$ cat src/sv/assert_macros.svh
// assertion macros used by the top rtl file of the noise block
// no dependencies; define ASSERT_OFF to drop every check
`ifndef ASSERT_MACROS_SVH
`define ASSERT_MACROS_SVH
`ifndef ASSERT_OFF
`define PN3D_ASSERT_NEVER(lbl, clk, rst, expr, msg) \
  lbl: assert property (@(posedge clk) disable iff (rst) !(expr)) else $error(msg);
`define PN3D_ASSERT_NEXT(lbl, clk, rst, ante, cons, msg) \
  lbl: assert property (@(posedge clk) disable iff (rst) (ante) |=> (cons)) else $error(msg);
`else
`define PN3D_ASSERT_NEVER(lbl, clk, rst, expr, msg)
`define PN3D_ASSERT_NEXT(lbl, clk, rst, ante, cons, msg)
`endif
`endif

$ cat src/sv/pn3d_pkg.sv
// shared constants and types for the 3d gradient noise pipeline
// no dependencies
package pn3d_pkg;
  localparam int TABLE_ENTRIES     = 256;
  localparam int IDX_W             = 8;
  localparam int HASH_W            = 4;
  localparam int COORD_W           = 40;
  localparam int OFFSET_W          = 24;
  localparam int NOISE_W           = 18;
  localparam int FRACTION_BITS_DEF = 16;
  localparam int PIPE_STAGES       = 10;
  localparam int OUT_MAX           = 131071;
  localparam int OUT_MIN           = -131072;

  typedef enum logic {
    CMD_LOAD = 1'b0,
    CMD_EVAL = 1'b1
  } cmd_t;

  localparam logic [1:0] REG_OFFSET_X = 2'd0;
  localparam logic [1:0] REG_OFFSET_Y = 2'd1;
  localparam logic [1:0] REG_OFFSET_Z = 2'd2;

  typedef struct packed {
    logic             en;
    logic [IDX_W-1:0] addr;
    logic [IDX_W-1:0] data;
  } pn3d_wr_t;
endpackage

$ cat src/sv/pn3d_fade.sv
// three stage fade curve 6t^5-15t^4+10t^3 with rounded products
// depends on pn3d_pkg
module pn3d_fade import pn3d_pkg::*; #(
  parameter int FRACTION_BITS = FRACTION_BITS_DEF
) (
  input  logic                     clk,
  input  logic                     adv,
  input  logic [FRACTION_BITS-1:0] t,
  output logic [FRACTION_BITS:0]   fade
);
  localparam int F  = FRACTION_BITS;
  localparam int MW = F + 5;
  localparam int PW = 2 * F + 6;
  localparam logic [2*F:0] HALF_U = {{(F + 1){1'b0}}, 1'b1, {(F - 1){1'b0}}};
  localparam logic signed [PW-1:0] HALF_S = {{(F + 6){1'b0}}, 1'b1, {(F - 1){1'b0}}};
  localparam logic signed [MW-1:0] FIFTEEN = {5'b01111, {F{1'b0}}};
  localparam logic signed [MW-1:0] TEN = {5'b01010, {F{1'b0}}};
  localparam logic signed [F+5:0] ONE_S = {5'b0, 1'b1, {F{1'b0}}};

  logic [F-1:0]          t2, t2d, t3;
  logic signed [MW-1:0]  inner2, inner3;
  logic [2*F-1:0]        tt, tt3;
  logic [2*F:0]          ttr, tt3r;
  logic signed [MW-1:0]  tz, m;
  logic signed [PW-1:0]  p1, p1r, q, qr;
  logic signed [F+5:0]   fq;

  always_comb begin
    tt     = t * t;
    ttr    = {1'b0, tt} + HALF_U;
    tz     = $signed({5'b0, t});
    m      = (tz <<< 2) + (tz <<< 1) - FIFTEEN;
    p1     = $signed({1'b0, t}) * m;
    p1r    = p1 + HALF_S;
    tt3    = t2 * t2d;
    tt3r   = {1'b0, tt3} + HALF_U;
    q      = $signed({1'b0, t3}) * inner3;
    qr     = q + HALF_S;
    fq     = (F + 6)'(qr >>> F);
  end

  always_ff @(posedge clk) begin
    if (adv) begin
      t2     <= ttr[2*F-1:F];
      t2d    <= t;
      inner2 <= MW'(p1r >>> F) + TEN;
      t3     <= tt3r[2*F-1:F];
      inner3 <= inner2;
      if (fq < 0) begin
        fade <= '0;
      end else if (fq > ONE_S) begin
        fade <= ONE_S[F:0];
      end else begin
        fade <= fq[F:0];
      end
    end
  end
endmodule

$ cat config.mk
export PLATFORM = sky130hd
export DESIGN_NAME = pn3d_fade
export DESIGN_NICKNAME = d
export VERILOG_FILES = /design/src/sv/assert_macros.svh /design/src/sv/pn3d_pkg.sv /design/src/sv/pn3d_fade.sv
export SDC_FILE = /design/constraint.sdc
export NUM_CORES = 2
export LEC_CHECK = 0
export ABC_AREA = 1
export BUFFER_PORTS_ARGS = -buffer_cell sky130_fd_sc_hd__clkbuf_2
export CORE_MARGIN = 2
export CORE_UTILIZATION = 45
export DETAILED_ROUTE_END_ITERATION = 10
export PLACE_DENSITY = 0.58
export SLEW_MARGIN = 10
export SYNTH_ARGS = -nofsm -noshare
export SYNTH_HDL_FRONTEND = slang
export SYNTH_SLANG_ARGS = --single-unit
$ cat constraint.sdc
create_clock -name clk -period 10.92 [get_ports clk]
set_input_delay 0.546 -clock clk [delete_from_list [all_inputs] [get_ports clk]]
set_output_delay 0.546 -clock clk [all_outputs]
set_load 0.05 [all_outputs]
### Word-level counts from Yosys, hierarchy flattened

Index checks and enable logic that the tools add are counted.

* $add $sub $neg: 7
* $mul: 4
* order comparisons: 2
* mux-type cells: 1
* reduce and logical (&&, ||, !) cells: 1

Operators by type and width (count)
* adder 32 x 16 -> 32 bit (second input constant): 2
* multiplier 16 x 16 -> 32 bit: 2
* adder 38 x 17 -> 38 bit (second input constant): 1
* multiplier 17 x 21 -> 38 bit: 1
* adder 37 x 17 -> 37 bit (second input constant): 1
* multiplier 17 x 21 -> 37 bit: 1
* > comparator 22 x 18 -> 1 bit (second input constant): 1
* < comparator 22 x 1 -> 1 bit (second input constant): 1
* adder 21 bit (second input constant): 1
* subtractor 19 x 20 -> 21 bit (second input constant): 1
* adder 18 x 17 -> 19 bit: 1
* two-way mux 17 bit: 1
* OR reduction 2 bit: 1

* bits in registers: 107
* word-level logic and storage cells: 22

### Longest topological paths before layout

* depth in word-level cells: 5
* mapped depth: 45
* depth with buffers taken out: 42

### Worst setup path before layout

Ideal clock, no wire load.

* path type: in2reg
* start: in t[4]
* end: reg inner2[19], data pin
* setup time: 0.260 ns
* arrival: 7.453 ns
* required time: 10.660 ns
* slack: 3.208 ns
* stages: 36
* cell sequence: clkbuf_1 > inv_1 > clkbuf_1 > ha_1 > inv_1 > nand2_1 > o21ai_0 > inv_1 > o21ai_1 > a21oi_1 > nand2_1 > nand3_1 > nand3b_1 > xor2_1 > buf_2 > nor2_1 > fa_1 > inv_1 > fa_1 > inv_1 > fa_1 > fa_1 > fa_1 > inv_1 > fa_1 > inv_1 > ha_1 > a21oi_1 > o21a_1 > o21ai_0 > a211oi_1 > nand3_1 > nand2_1 > inv_1 > ha_1 > xor2_1

* word-level cells in the longest chain between the ends: 5

RTL lines
* start, declared: RTL line pn3d_fade.sv:8 `input logic [FRACTION_BITS-1:0] t,`
* adder 18 x 17 -> 19 bit: RTL line pn3d_fade.sv:32 `m = (tz <<< 2) + (tz <<< 1) - FIFTEEN;`
* subtractor 19 x 20 -> 21 bit: RTL line pn3d_fade.sv:32
* multiplier 17 x 21 -> 37 bit (*): RTL line pn3d_fade.sv:33 `p1 = $signed({1'b0, t}) * m;`
* adder 37 x 17 -> 37 bit (*): RTL line pn3d_fade.sv:34 `p1r = p1 + HALF_S;`
* adder 21 bit (*): RTL line pn3d_fade.sv:46 `inner2 <= MW'(p1r >>> F) + TEN;`
* end signal, assigned: RTL line pn3d_fade.sv:46
* end, declared: RTL line pn3d_fade.sv:21 `logic signed [MW-1:0] inner2, inner3;`

Every way passes the cells marked *; elsewhere a longest branch is shown, timed or not.
A chain may end at the register's enable or synchronous reset.

### Final worst setup path

* start: in t[8]
* end: reg inner2[19], data pin

Same word-level chain as after synthesis.

==> flow_summary.yaml <==
outcome:
  status: "finished, final reports clean"
job:
  maxCapViolCount: 0
yosys:
  syn_area_sq_mm: 0.04563
  yosys.cell_types.count: 50
  synth-seq-cells: 107
  postSynthCellCount: 5635
  syn-mean-instance-area_sq_um: 8.098
  syn_nets: 7124
  yosysSeqAreaShare_pct: 7.041
  synth_warnings: 0
  synth_edf_count: 107
  ys_async_sr_fraction_pct: 0
  synth_top_flop_cell: "edfxtp_1"
setup_path:
  cp.arrival_ns: 8.93
  worstSetupPathType: "in -> reg"
  required_ns: 11.08
  worstSetupStartpointType: "input pin"
  worstRegToRegCells: 24
  slowest_delay_ns: 0.74
  r2r_end: "fade[3]"
  r2r-start: "inner3[20]"
  cp_num_cells: 33
  r2r_slack_ns: 3.63
  crit_slowest_cell: "clkbuf_2"
  cp-end-kind: "register"
  cp_max_fo: 34
  critical-path-top-delay-family: "adder cells"
  worst-path-buf-inv: 7
placement:
  dp_hpwl_um: 96730
  numPortBuffers: 34
  place.gp.congestion: 0.8867
  place_ws_ns: 1.844
  placed_cell_area_sq_mm: 0.04704
global_route:
  grt_pass1_wl_um: 193100
  antenna_found_initial: 0
  grt_pass1_vias: 36450
  overflow: 0
  grt.total_usage_pct: 23.84
  grt_max_degree: 66
drt:
  wl_per_cell_um: 16.86
  drt_iter0_drc: 1948
  drt-total-wl_um: 116100
  drc: 0
  vias: 33700
  first_pass_iters: 8
  avgViaCountPerCell: 4.894
  drtAntennaViolNets: 0
clock_tree:
  cts_sinks: 107
  cts_max_path_buffers: 2
  cts_resized: 0
  cts-buffers-inserted: 9
  cts_root_buf: "clkbuf_16"
  clkLatencyLatePin_ns: 0.41
  htreeDepth: 3
  cts_tree: "yes"
  clk_pin_slew_worst_paths_ns: 0.09
  cts_hold_buffers: 0
  postCtsSetupRepairBufs: 0
cells_and_area:
  diodes: 0
  layout_commonest_cell: "inv_1"
  final_nets: 7013
  fin_area_sq_mm: 0.04734
  final_core_util_pct: 47.21
  layout_common_cells: "inv_1 (1767), nand2_1 (1241), fa_1 (985)"
  areaGrowthSynthToFinish_pct: 3.751
  drive_gt1_share_pct: 2.532
sta:
  rsz0062_at_grt: "no"
  clock_skew_ns: 0.02223
  worstMarginPinSlew_ns: 1.028
  slew_headroom_pct: 31.45
  setup_ws_ns: 2.149
  hold_viol: 0
  fin_crit_sh_pct: 80.32
  fmax_mhz: 114.0
  slew_violations: 0
  finalSetupTns_ns: 0
  fin_crit_ns: 8.771
  setup-violations-final: 0
floorplan:
  fp.dieW_um: 322.4
  dieArea_sq_mm: 0.1040
  core-area_sq_mm: 0.1003
  ios: 35
  die_h_um: 322.4
  rows: 116
  initial_core_util_pct: 45.50
min_path:
  min_to: "inner3[13]"
  hold_depth: 0
  worstHoldStart: "inner2[13]"
  hold_path.class: "reg -> reg"
[per-stage QoR]
| stage | std cells | hold WS, ns |
|---|---|---|
| after global placement | 6870 | 0.4010 |
| after global routing | 6886 | 0.4324 |
| after CTS | 6886 | 0.4227 |
| after detailed placement | 6870 | 0.4045 |
| after floorplan | 5635 | 0.4003 |
| final | 6886 | 0.4145 |
[synth_stat cells (all sizes together) (17+ instances only)]
cell type  count  area, sq um
xnor2         42        367.9
nand4         17        106.4
fa           985        19720
o21ai         74        370.4
nand3         71        365.3
clkbuf       178        668.1
a21oi        143        715.7
nor3          30        155.1
edfxtp       107         3213
inv         1770         6644
or2           22        137.6
nand2       1246         4690
ha           486         6081
nor2         309         1195
xor2          55        481.7
[final cells by class]
type                    instances  area, sq um
fillers                     10050        52950
multi-input cells            3561        35020
inverters                    1774         6659
flip-flops and latches        107         3213
well taps                    1357         1698
repair buffers                 71        450.4
clock buffers                   9        225.2
clock inverters                 7        80.08
[routing by layer]
metal	vias to the layer above	track usage [%]	routed length, um
li1	15820	-	-
met1	16970	31.65	50410
met4	0	6.054	2806
met5	-	0	0
met3	149	2.034	4915
met2	759	42.00	57990
[cells by family after synthesis]
logic type      count (synthesis)  share of synthesized area [%]
compound gates                275                          3.403
xor+xnor                       97                          1.862
fa+ha+maj                    1471                          56.54
buf+inv                      1967                          16.22
flops                         107                          7.041
simple gates                 1718                          14.94
[sequential cells by signal (all words and copies together) (netlist names)]
name    cells
inner2     21
t2d        16
fade       17
t2         16
inner3     21
t3         16
[how the worst max path moves through the flow]
stage               startpoint          to
CTS                       t[8]  inner2[19]
finish                    t[8]  inner2[19]
detailed placement        t[8]  inner2[19]
floorplan                 t[4]  inner2[19]
global route              t[8]  inner2[19]
global placement          t[8]  inner2[19]
[worst register-to-register path, stage by stage, from the launching register on]
cell	delay [ns]
edfxtp_1	0.76
nand2_1	0.21
inv_1	0.16
fa_1	0.53
fa_1	0.65
inv_1	0.22
fa_1	0.66
fa_1	0.47
fa_1	0.49
fa_1	0.57
inv_1	0.08
ha_1	0.34
a21oi_1	0.21
a21boi_0	0.33
nand2_1	0.13
a21oi_1	0.18
nand3_1	0.10
nand2_1	0.06
nand2_1	0.10
inv_1	0.10
nor2_1	0.05
nand2_1	0.06
nor2_2	0.05
o21bai_4	0.40
nor2_1	0.11
Power is left out: the tool's default activity adds up to more than one toggle a clock period on the data nets, which glitch-free logic cannot reach.
